## src/design/tcd_pkg.sv

```systemverilog
// Package for the tape command decoder: opcodes, action and sense codes,
// register map and the structs shared between the decoder modules.
// No dependencies.
package tcd_pkg;

  // Command opcodes
  localparam logic [7:0] OP_REWIND       = 8'h01;
  localparam logic [7:0] OP_BLOCK_LIMITS = 8'h05;
  localparam logic [7:0] OP_READ6        = 8'h08;
  localparam logic [7:0] OP_WRITE6       = 8'h0A;
  localparam logic [7:0] OP_FILEMARKS    = 8'h10;
  localparam logic [7:0] OP_SPACE        = 8'h11;
  localparam logic [7:0] OP_VERIFY       = 8'h13;

  // Result action codes
  localparam logic [2:0] ACT_NONE   = 3'd0;
  localparam logic [2:0] ACT_READ   = 3'd1;
  localparam logic [2:0] ACT_WRITE  = 3'd2;
  localparam logic [2:0] ACT_LIMITS = 3'd3;
  localparam logic [2:0] ACT_GOOD   = 3'd4;
  localparam logic [2:0] ACT_CHECK  = 3'd5;

  // Sense key and detail codes
  localparam logic [1:0] SK_NONE          = 2'd0;
  localparam logic [1:0] SK_ILLEGAL       = 2'd1;
  localparam logic [1:0] SK_BLANK         = 2'd2;
  localparam logic [1:0] SD_NONE          = 2'd0;
  localparam logic [1:0] SD_INVALID_FIELD = 2'd1;
  localparam logic [1:0] SD_END_OF_DATA   = 2'd2;

  // Space codes
  localparam logic [2:0] SPACE_BLOCKS    = 3'd0;
  localparam logic [2:0] SPACE_FILEMARKS = 3'd1;
  localparam logic [2:0] SPACE_EOD       = 3'd3;

  // Register map: register i at byte address 4*i
  localparam int unsigned PADDR_W = 4;
  localparam logic [1:0] REG_BLOCK_LENGTH    = 2'd0;
  localparam logic [1:0] REG_FORCE_FIXED     = 2'd1;
  localparam logic [1:0] REG_CAPACITY_BLOCKS = 2'd2;

  localparam logic [15:0] BLOCK_LENGTH_RST = 16'd512;

  typedef struct packed {
    logic [7:0] op;
    logic [7:0] cdb_byte1;
    logic [7:0] cdb_byte2;
    logic [7:0] cdb_byte3;
    logic [7:0] cdb_byte4;
    logic [7:0] cdb_byte5;
  } tcd_cmd_t;

  typedef struct packed {
    logic [15:0] block_length;
    logic        force_fixed;
    logic [31:0] capacity_blocks;
  } tcd_cfg_t;

  typedef struct packed {
    logic        handled;
    logic [2:0]  action;
    logic [31:0] transfer_start;
    logic [23:0] transfer_count;
    logic [1:0]  sense_key;
    logic [1:0]  sense_detail;
    logic [23:0] max_block_length;
    logic [15:0] min_block_length;
    logic [31:0] position;
  } tcd_result_t;

endpackage

```

## src/design/tcd_cmd_if.sv

```systemverilog
// Command channel: one six-byte command block per beat.
// Depends on nothing.
interface tcd_cmd_if;
  logic       valid;
  logic       ready;
  logic [7:0] op;
  logic [7:0] cdb_byte1;
  logic [7:0] cdb_byte2;
  logic [7:0] cdb_byte3;
  logic [7:0] cdb_byte4;
  logic [7:0] cdb_byte5;

  modport source (
    output valid, op, cdb_byte1, cdb_byte2, cdb_byte3, cdb_byte4, cdb_byte5,
    input  ready
  );
  modport sink (
    input  valid, op, cdb_byte1, cdb_byte2, cdb_byte3, cdb_byte4, cdb_byte5,
    output ready
  );
endinterface

```

## src/design/tcd_rsp_if.sv

```systemverilog
// Result channel: one decoded command result per beat.
// Depends on nothing.
interface tcd_rsp_if;
  logic        valid;
  logic        ready;
  logic        handled;
  logic [2:0]  action;
  logic [31:0] transfer_start;
  logic [23:0] transfer_count;
  logic [1:0]  sense_key;
  logic [1:0]  sense_detail;
  logic [23:0] max_block_length;
  logic [15:0] min_block_length;
  logic [31:0] position;

  modport source (
    output valid, handled, action, transfer_start, transfer_count, sense_key,
           sense_detail, max_block_length, min_block_length, position,
    input  ready
  );
  modport sink (
    input  valid, handled, action, transfer_start, transfer_count, sense_key,
           sense_detail, max_block_length, min_block_length, position,
    output ready
  );
endinterface

```

## src/design/tcd_cfg.sv

```systemverilog
// APB register block for the tape command decoder: block length, quirk bit
// and medium capacity. Depends on tcd_pkg.
module tcd_cfg (
  input  logic                        clk,
  input  logic                        rst,
  input  logic                        psel,
  input  logic                        penable,
  input  logic                        pwrite,
  input  logic [tcd_pkg::PADDR_W-1:0] paddr,
  input  logic [31:0]                 pwdata,
  output logic [31:0]                 prdata,
  output logic                        pready,
  output tcd_pkg::tcd_cfg_t           cfg
);

  logic       wr_en;
  logic [1:0] reg_idx;

  assign pready  = 1'b1;
  assign wr_en   = psel && penable && pwrite;
  assign reg_idx = paddr[3:2];

  always_ff @(posedge clk) begin
    if (rst) begin
      cfg.block_length    <= tcd_pkg::BLOCK_LENGTH_RST;
      cfg.force_fixed     <= 1'b0;
      cfg.capacity_blocks <= 32'd0;
    end else if (wr_en) begin
      unique case (reg_idx)
        tcd_pkg::REG_BLOCK_LENGTH:    cfg.block_length    <= pwdata[15:0];
        tcd_pkg::REG_FORCE_FIXED:     cfg.force_fixed     <= pwdata[0];
        tcd_pkg::REG_CAPACITY_BLOCKS: cfg.capacity_blocks <= pwdata;
        default: ;
      endcase
    end
  end

  always_comb begin
    unique case (reg_idx)
      tcd_pkg::REG_BLOCK_LENGTH:    prdata = {16'd0, cfg.block_length};
      tcd_pkg::REG_FORCE_FIXED:     prdata = {31'd0, cfg.force_fixed};
      tcd_pkg::REG_CAPACITY_BLOCKS: prdata = cfg.capacity_blocks;
      default:                      prdata = 32'd0;
    endcase
  end

endmodule

```

## src/design/tcd_decode.sv

```systemverilog
// Combinational decode of one command block against the current position
// and configuration. Depends on tcd_pkg.
module tcd_decode (
  input  tcd_pkg::tcd_cmd_t    cmd,
  input  tcd_pkg::tcd_cfg_t    cfg,
  input  logic [31:0]          pos,
  output tcd_pkg::tcd_result_t res
);

  logic [23:0] len24;
  logic [23:0] blen24;
  logic [31:0] space_cnt;
  logic [2:0]  space_code;
  logic        fixed;
  logic        flag2;
  logic [23:0] step;
  logic [31:0] pos_adv;
  logic        rd_bad;
  logic        wr_bad;

  assign len24      = {cmd.cdb_byte2, cmd.cdb_byte3, cmd.cdb_byte4};
  assign blen24     = {8'd0, cfg.block_length};
  assign space_cnt  = {cmd.cdb_byte2, cmd.cdb_byte3, cmd.cdb_byte4, cmd.cdb_byte5};
  assign space_code = cmd.cdb_byte1[2:0];
  assign fixed      = cmd.cdb_byte1[0] || cfg.force_fixed;
  assign flag2      = cmd.cdb_byte1[1];
  // variable mode moves a single block; fixed mode counts blocks
  assign step       = fixed ? len24 : 24'd1;
  assign pos_adv    = pos + {8'd0, step};
  // length checks only matter in variable mode
  assign rd_bad     = !fixed && ((len24 < blen24) || ((len24 > blen24) && !flag2));
  assign wr_bad     = !fixed && (len24 != blen24);

  always_comb begin
    res                  = '0;
    res.handled          = 1'b1;
    res.action           = tcd_pkg::ACT_NONE;
    res.position         = pos;
    unique case (cmd.op)
      tcd_pkg::OP_READ6, tcd_pkg::OP_WRITE6: begin
        if ((cmd.op == tcd_pkg::OP_READ6) ? rd_bad : wr_bad) begin
          res.action       = tcd_pkg::ACT_CHECK;
          res.sense_key    = tcd_pkg::SK_ILLEGAL;
          res.sense_detail = tcd_pkg::SD_INVALID_FIELD;
        end else if (step != 24'd0) begin
          res.action         = (cmd.op == tcd_pkg::OP_READ6) ? tcd_pkg::ACT_READ
                                                             : tcd_pkg::ACT_WRITE;
          res.transfer_start = pos;
          res.transfer_count = step;
          res.position       = pos_adv;
        end else begin
          res.action = tcd_pkg::ACT_GOOD;
        end
      end
      tcd_pkg::OP_VERIFY: begin
        if (flag2) begin
          res.action       = tcd_pkg::ACT_CHECK;
          res.sense_key    = tcd_pkg::SK_ILLEGAL;
          res.sense_detail = tcd_pkg::SD_INVALID_FIELD;
        end else begin
          res.action   = tcd_pkg::ACT_GOOD;
          res.position = pos_adv;
        end
      end
      tcd_pkg::OP_REWIND: begin
        res.action   = tcd_pkg::ACT_GOOD;
        res.position = 32'd0;
      end
      tcd_pkg::OP_BLOCK_LIMITS: begin
        res.action           = tcd_pkg::ACT_LIMITS;
        res.max_block_length = blen24;
        res.min_block_length = cfg.block_length;
      end
      tcd_pkg::OP_FILEMARKS: begin
        res.action = tcd_pkg::ACT_GOOD;
      end
      tcd_pkg::OP_SPACE: begin
        priority if (space_code == tcd_pkg::SPACE_BLOCKS &&
                     space_cnt < cfg.capacity_blocks) begin
          res.action   = tcd_pkg::ACT_GOOD;
          res.position = space_cnt;
        end else if (space_code == tcd_pkg::SPACE_BLOCKS ||
                     space_code == tcd_pkg::SPACE_FILEMARKS ||
                     space_code == tcd_pkg::SPACE_EOD) begin
          res.action       = tcd_pkg::ACT_CHECK;
          res.sense_key    = tcd_pkg::SK_BLANK;
          res.sense_detail = tcd_pkg::SD_END_OF_DATA;
        end else begin
          res.action = tcd_pkg::ACT_GOOD;
        end
      end
      default: begin
        res.handled = 1'b0;
      end
    endcase
  end

endmodule

```

## src/design/tape_command_decoder_top.sv

```systemverilog
// Tape command decoder top level: input register, decode, result register
// and position register; uses tcd_pkg, tcd_cfg, tcd_decode and the channels.
// Commands pass the input register, then the result register. Throughput:
// one command per cycle unless rsp stalls, set by one decode-and-add path.
// Reset clears both valid flags and the position; the registers come up with
// block length 512, fixed mode not forced and capacity 0.
module tape_command_decoder_top (
  input  logic                        clk,
  input  logic                        rst,
  input  logic                        psel,
  input  logic                        penable,
  input  logic                        pwrite,
  input  logic [tcd_pkg::PADDR_W-1:0] paddr,
  input  logic [31:0]                 pwdata,
  output logic [31:0]                 prdata,
  output logic                        pready,
  tcd_cmd_if.sink                     cmd,
  tcd_rsp_if.source                   rsp
);

  tcd_pkg::tcd_cfg_t    cfg;
  tcd_pkg::tcd_cmd_t    s1_cmd;
  tcd_pkg::tcd_result_t dec_res;
  tcd_pkg::tcd_result_t out_res;
  logic                 s1_valid;
  logic                 s1_advance;
  logic                 out_valid;
  logic [31:0]          position;

  tcd_cfg u_cfg (
    .clk     (clk),
    .rst     (rst),
    .psel    (psel),
    .penable (penable),
    .pwrite  (pwrite),
    .paddr   (paddr),
    .pwdata  (pwdata),
    .prdata  (prdata),
    .pready  (pready),
    .cfg     (cfg)
  );

  tcd_decode u_decode (
    .cmd (s1_cmd),
    .cfg (cfg),
    .pos (position),
    .res (dec_res)
  );

  assign s1_advance = s1_valid && (!out_valid || rsp.ready);
  assign cmd.ready  = !s1_valid || s1_advance;

  always_ff @(posedge clk) begin
    if (rst) begin
      s1_valid <= 1'b0;
    end else if (cmd.ready) begin
      s1_valid <= cmd.valid;
    end
  end

  always_ff @(posedge clk) begin
    if (cmd.valid && cmd.ready) begin
      s1_cmd <= '{op:        cmd.op,
                  cdb_byte1: cmd.cdb_byte1,
                  cdb_byte2: cmd.cdb_byte2,
                  cdb_byte3: cmd.cdb_byte3,
                  cdb_byte4: cmd.cdb_byte4,
                  cdb_byte5: cmd.cdb_byte5};
    end
  end

  // position moves at the same edge the result is captured, so the next
  // command in the input register already sees it
  always_ff @(posedge clk) begin
    if (rst) begin
      out_valid <= 1'b0;
      position  <= 32'd0;
    end else if (s1_advance) begin
      out_valid <= 1'b1;
      position  <= dec_res.position;
    end else if (rsp.ready) begin
      out_valid <= 1'b0;
    end
  end

  always_ff @(posedge clk) begin
    if (s1_advance) begin
      out_res <= dec_res;
    end
  end

  assign rsp.valid            = out_valid;
  assign rsp.handled          = out_res.handled;
  assign rsp.action           = out_res.action;
  assign rsp.transfer_start   = out_res.transfer_start;
  assign rsp.transfer_count   = out_res.transfer_count;
  assign rsp.sense_key        = out_res.sense_key;
  assign rsp.sense_detail     = out_res.sense_detail;
  assign rsp.max_block_length = out_res.max_block_length;
  assign rsp.min_block_length = out_res.min_block_length;
  assign rsp.position         = out_res.position;

  a_held_cmd_kept: assert property (@(posedge clk) disable iff (rst)
    s1_valid && !s1_advance |=> s1_valid)
    else $error("buffered command lost while stalled");

  a_xfer_moves_pos: assert property (@(posedge clk) disable iff (rst)
    out_valid && (out_res.action == tcd_pkg::ACT_READ ||
                  out_res.action == tcd_pkg::ACT_WRITE)
    |-> out_res.transfer_count != 24'd0 &&
        out_res.position == out_res.transfer_start + {8'd0, out_res.transfer_count})
    else $error("transfer result inconsistent with position");

  a_unhandled_quiet: assert property (@(posedge clk) disable iff (rst)
    out_valid && !out_res.handled
    |-> out_res.action == tcd_pkg::ACT_NONE && out_res.sense_key == tcd_pkg::SK_NONE)
    else $error("unhandled opcode produced an action");

  a_check_has_sense: assert property (@(posedge clk) disable iff (rst)
    out_valid && out_res.action == tcd_pkg::ACT_CHECK
    |-> out_res.sense_key != tcd_pkg::SK_NONE)
    else $error("check condition without sense key");

  a_pos_tracks_result: assert property (@(posedge clk) disable iff (rst)
    s1_advance |=> position == out_res.position)
    else $error("position register out of step with result");

endmodule

```

## src/flat_wrapper.sv

```systemverilog
// flat-port wrapper written by rule: the top's interface ports become plain ports
module tape_command_decoder_top_flat 
  (clk, rst, psel, penable, pwrite, paddr, pwdata, prdata, pready, cmd_valid, cmd_op, cmd_cdb_byte1, cmd_cdb_byte2, cmd_cdb_byte3, cmd_cdb_byte4, cmd_cdb_byte5, cmd_ready, rsp_valid, rsp_handled, rsp_action, rsp_transfer_start, rsp_transfer_count, rsp_sense_key, rsp_sense_detail, rsp_max_block_length, rsp_min_block_length, rsp_position, rsp_ready);
  tcd_cmd_if cmd_i ();
  tcd_rsp_if rsp_i ();
  input  logic clk;
  input  logic rst;
  input  logic psel;
  input  logic penable;
  input  logic pwrite;
  input  logic [tcd_pkg::PADDR_W-1:0] paddr;
  input  logic [31:0] pwdata;
  output logic [31:0] prdata;
  output logic pready;
  input wire logic [$bits(cmd_i.valid)-1:0] cmd_valid;
  input wire logic [$bits(cmd_i.op)-1:0] cmd_op;
  input wire logic [$bits(cmd_i.cdb_byte1)-1:0] cmd_cdb_byte1;
  input wire logic [$bits(cmd_i.cdb_byte2)-1:0] cmd_cdb_byte2;
  input wire logic [$bits(cmd_i.cdb_byte3)-1:0] cmd_cdb_byte3;
  input wire logic [$bits(cmd_i.cdb_byte4)-1:0] cmd_cdb_byte4;
  input wire logic [$bits(cmd_i.cdb_byte5)-1:0] cmd_cdb_byte5;
  output wire logic [$bits(cmd_i.ready)-1:0] cmd_ready;
  output wire logic [$bits(rsp_i.valid)-1:0] rsp_valid;
  output wire logic [$bits(rsp_i.handled)-1:0] rsp_handled;
  output wire logic [$bits(rsp_i.action)-1:0] rsp_action;
  output wire logic [$bits(rsp_i.transfer_start)-1:0] rsp_transfer_start;
  output wire logic [$bits(rsp_i.transfer_count)-1:0] rsp_transfer_count;
  output wire logic [$bits(rsp_i.sense_key)-1:0] rsp_sense_key;
  output wire logic [$bits(rsp_i.sense_detail)-1:0] rsp_sense_detail;
  output wire logic [$bits(rsp_i.max_block_length)-1:0] rsp_max_block_length;
  output wire logic [$bits(rsp_i.min_block_length)-1:0] rsp_min_block_length;
  output wire logic [$bits(rsp_i.position)-1:0] rsp_position;
  input wire logic [$bits(rsp_i.ready)-1:0] rsp_ready;
  assign cmd_i.valid = cmd_valid;
  assign cmd_i.op = cmd_op;
  assign cmd_i.cdb_byte1 = cmd_cdb_byte1;
  assign cmd_i.cdb_byte2 = cmd_cdb_byte2;
  assign cmd_i.cdb_byte3 = cmd_cdb_byte3;
  assign cmd_i.cdb_byte4 = cmd_cdb_byte4;
  assign cmd_i.cdb_byte5 = cmd_cdb_byte5;
  assign cmd_ready = cmd_i.ready;
  assign rsp_valid = rsp_i.valid;
  assign rsp_handled = rsp_i.handled;
  assign rsp_action = rsp_i.action;
  assign rsp_transfer_start = rsp_i.transfer_start;
  assign rsp_transfer_count = rsp_i.transfer_count;
  assign rsp_sense_key = rsp_i.sense_key;
  assign rsp_sense_detail = rsp_i.sense_detail;
  assign rsp_max_block_length = rsp_i.max_block_length;
  assign rsp_min_block_length = rsp_i.min_block_length;
  assign rsp_position = rsp_i.position;
  assign rsp_i.ready = rsp_ready;
  tape_command_decoder_top u_core (.clk(clk), .rst(rst), .psel(psel), .penable(penable), .pwrite(pwrite), .paddr(paddr), .pwdata(pwdata), .prdata(prdata), .pready(pready), .cmd(cmd_i), .rsp(rsp_i));
endmodule
```

## config.mk

```make
export PLATFORM = sky130hd
export DESIGN_NAME = tape_command_decoder_top_flat
export DESIGN_NICKNAME = d
export VERILOG_FILES = /design/src/design/tcd_pkg.sv /design/src/design/tcd_cmd_if.sv /design/src/design/tcd_rsp_if.sv /design/src/design/tcd_cfg.sv /design/src/design/tcd_decode.sv /design/src/design/tape_command_decoder_top.sv /design/src/flat_wrapper.sv
export SDC_FILE = /design/constraint.sdc
export NUM_CORES = 1
export LEC_CHECK = 0
export BUFFER_PORTS_ARGS = -buffer_cell sky130_fd_sc_hd__buf_2
export CORE_MARGIN = 1.5
export CORE_UTILIZATION = 56
export CTS_BUF_LIST = sky130_fd_sc_hd__clkbuf_16
export CTS_CLUSTER_SIZE = 12
export DETAILED_ROUTE_END_ITERATION = 16
export PLACE_DENSITY = 0.81
export SYNTH_ARGS = -nofsm -noshare
export SYNTH_HDL_FRONTEND = slang
export SYNTH_SLANG_ARGS = --single-unit
export TNS_END_PERCENT = 1
```

## constraint.sdc

```tcl
create_clock -name clk -period 6.8 [get_ports clk]
set_input_delay 1.02 -clock clk [delete_from_list [all_inputs] [get_ports clk]]
set_output_delay 1.02 -clock clk [all_outputs]
set_load 0.005 [all_outputs]
```

==> impl_results.md <==
- Outcome: finished, final reports clean
- Clock skew: 23.05 ps
- Share of cells above drive strength 1: 0.2081
- Post-synth EDFFs: 153
- Minimum clock period: 4267 ps
- R2r startpoint: u_core.s1_cmd[26]
- Period Utilization, post-route: 0.6274
- Hold Path Cell Cnt: 2
- PwrDens: 219.7 nW/µm²
- Wirelength per Cell: 20.95 µm
- Fin nets: 1635
- Post-place setup slack: 2634 ps
- CTS Hold Bufs: 0
- Routed vias/inst: 6.095
- Hold Startpoint: u_core.u_cfg.cfg[39]
- Final hold viol count: 0
- First-pass GRT wire length: 56.67 mm
- Via count: 10789
- Setup_tns: 0 ps
- Clock Tree Root: clkbuf_16
- Critical path capture point type: register
- RSZ-0062 raised after global routing: false
- Seq/Total Area, Yosys: 0.5003
- Worst vdd ir: 0.1753 mV
- IO Pins: 262
- Post-cts resize count: 0
- Die Area: 23240 µm²
- Mapped Area: 12510 µm²
- Worst Setup Start Kind: register
- Final-report setup violation count: 0
- Antenna Cells: 0
- Crit-path max FO: 31
- R2R cell count: 7
- Reg2Reg Capture Point: u_core.rsp.position[28]
- Rows: 54
- CTS clk-pin slew, worst paths: 60 ps
- Ys Warns: 0
- Starting Density: 0.5713
- Overflow after GRT: 0
- Post-DRT Antenna Nets: 0
- Synthesis-to-layout area growth: 15.58%
- Max H-tree Level: 1
- FF+latch area: 6256 µm²
- Core Area: 21890 µm²
- Hold WC Path Type: register to register
- # Max-Cap Violations: 0
- FF+latch count, synth: 236
- Post-CTS setup buffers: 0
- Syn Area/Cell: 9.824 µm²
- Fin. max-slew vios: 0
- Critical path type: register to register
- Clock sinks: 236
- Vias in the first global route: 10055
- Die W: 152.4 µm
- Worst slew pin tran: 1260 ps
- Endpoint, Worst Hold: u_core.u_cfg.cfg[39]
- Yosys cell types: 82
- WP data arrival: 4540 ps
- Async S/R FF share, synth: 0
- GP Congestion: 0.9306
- Worst reg2reg setup slack: 2530 ps
- Port Buf Inserts: 245
- CTS buffer count: 25
- Multi-input logic area: 5600 µm²
- Largest net degree at the start of global routing: 86
- Die height: 152.4 µm
- Clock Latency Late Sink: 540 ps
- Fmax: 0.2344 GHz
- Post-Route WL: 37.08 mm
- CTS max path bufs: 3
- Crit path from: u_core.s1_cmd[26]
- Static Leak: 5.980 nW
- Initial antenna violation count: 0
- Final HPWL DP: 26.05 mm
- Final core occ: 0.6603
- Synthesized instance count: 1273
- Fill cells: 1800
- Initial DRC count: 1004
- Ys flop type: edfxtp_1
- TritonCTS clock tree: yes
- Final worst slack: 2533 ps
- Slew headroom: 0.1598
- Critical Path RT: 7080 ps
- GRT Resource Usage Total: 0.3113
- First-pass DRT Iterations: 8
- Drt drc: 0
==> worst max-delay path: stages, from the launching register on <==
cell	delay, ps
edfxtp_1	630
or4_4	610
nor4_1	750
nand2b_1	510
inv_1	590
a21oi_2	460
o41ai_1	140
or2_2	320
==> synthesized netlist by cell type, drive strengths merged (23+ instances only) <==
| cell | n | share of area |
|---|---|---|
| a31oi | 27 | 0.014 |
| a21oi | 96 | 0.039 |
| dfxtp | 83 | 0.13 |
| nor2 | 60 | 0.019 |
| buf | 34 | 0.020 |
| ha | 71 | 0.071 |
| o21ai | 49 | 0.020 |
| nor3 | 28 | 0.011 |
| inv | 67 | 0.020 |
| clkbuf | 53 | 0.016 |
| nor4 | 23 | 0.013 |
| edfxtp | 153 | 0.37 |
| nand2 | 193 | 0.058 |
| and2 | 65 | 0.033 |
| and3 | 38 | 0.019 |
==> cells by family (layout without fill, tap and decap cells) <==
group	after synthesis	in the layout	synth area share
buf+inv	155	365	0.05673
simple gates	486	486	0.1929
flops	236	236	0.5003
compound gates	287	287	0.1506
fa+ha+maj	72	72	0.07264
mux	18	18	0.01441
xor+xnor	17	17	0.01191
other cells	2	9	0.0006005
==> worst max-delay path by stage <==
stage / endpoint / cells past startpoint
after floorplan: u_core.rsp.action[0] / 5
after global placement: u_core.rsp.position[28] / 7
after detailed placement: u_core.rsp.position[28] / 7
after CTS: u_core.rsp.position[28] / 7
after global routing: u_core.rsp.position[20] / 9
final: u_core.rsp.position[28] / 7
==> sequential cells by signal (all words and copies together) (netlist names) <==
signal and flops:
u_core.s1_valid 1, u_core.rsp.transfer_start 32, u_core.u_cfg.cfg 49, u_core.rsp.action 3
u_core.rsp.max_block_length 16, u_core.rsp.handled 1, u_core.position 32, u_core.rsp.valid 1
u_core.rsp.transfer_count 24, u_core.rsp.sense_detail 2, u_core.rsp.position 32, u_core.s1_cmd 43
==> power by group <==
part           internal (mW)  switching, mW  leakage, nW
logic                  0.123          0.193         3.48
clock network          0.662          0.550        0.396
registers               1.59         0.0596         2.10
==> cell usage in the layout (no fill, tap or decap), types with 4 or more instances in the layout <==
cell       netlist  final
nand2b_1         9      9
nor4_1          22     22
or4_1            4      4
xnor2_1         12     12
or3_1            5      5
nor2b_1          6      6
o21ai_0         47     46
mux2i_1         18     18
a22oi_1         18     18
nor3_1          28     26
nor2_1          59     59
ha_1            71     71
xor2_1           5      5
conb_1           2      9
buf_4           27      7
nand3_1         21     21
clkbuf_16        0     25
nand2_1        193    193
clkinv_2         0      4
o21a_1           6      6
a31oi_1         27     27
nand4_1         15     15
buf_2            2    245
dfxtp_1         83     83
a21boi_0         6      6
and2_1          65     64
a21oi_1         95     95
and3_1          37     37
a211oi_1         5      5
o211ai_1         9      9
inv_1           67     79
or2_2            7      7
edfxtp_1       153    153
a21o_1          18     18
==> layer usage <==
metal | track usage | vias up | part of all wire
met5 | 0 | - | 0
met4 | 0.1250 | 0 | 0.044
met3 | 0.06086 | 111 | 0.10
met2 | 0.5029 | 575 | 0.46
met1 | 0.4141 | 5114 | 0.40
li1 | - | 4989 | -
==> area by class of cell <==
cell class / instances / share of cell area
clock inverter: 20 / 0.005886
timing repair buffer: 252 / 0.08847
clock buffer: 25 / 0.04328
tap: 280 / 0.02424
sequential: 236 / 0.4328
multi-input combinational: 889 / 0.3875
inverter: 68 / 0.01783
==> metrics by stage <==
stage	power, mW	hold slack (ps)	cell area, µm²	instances
2_1_floorplan	1.856	444.7	12530	1280
3_3_place_gp	1.972	454.9	13740	1725
3_5_place_dp	1.985	462.1	13740	1725
4_1_cts	3.176	469.9	14450	1770
5_1_grt	3.272	495.7	14450	1770
6_report	3.176	468.2	14450	1770
Power figures use the tool's default switching activity.
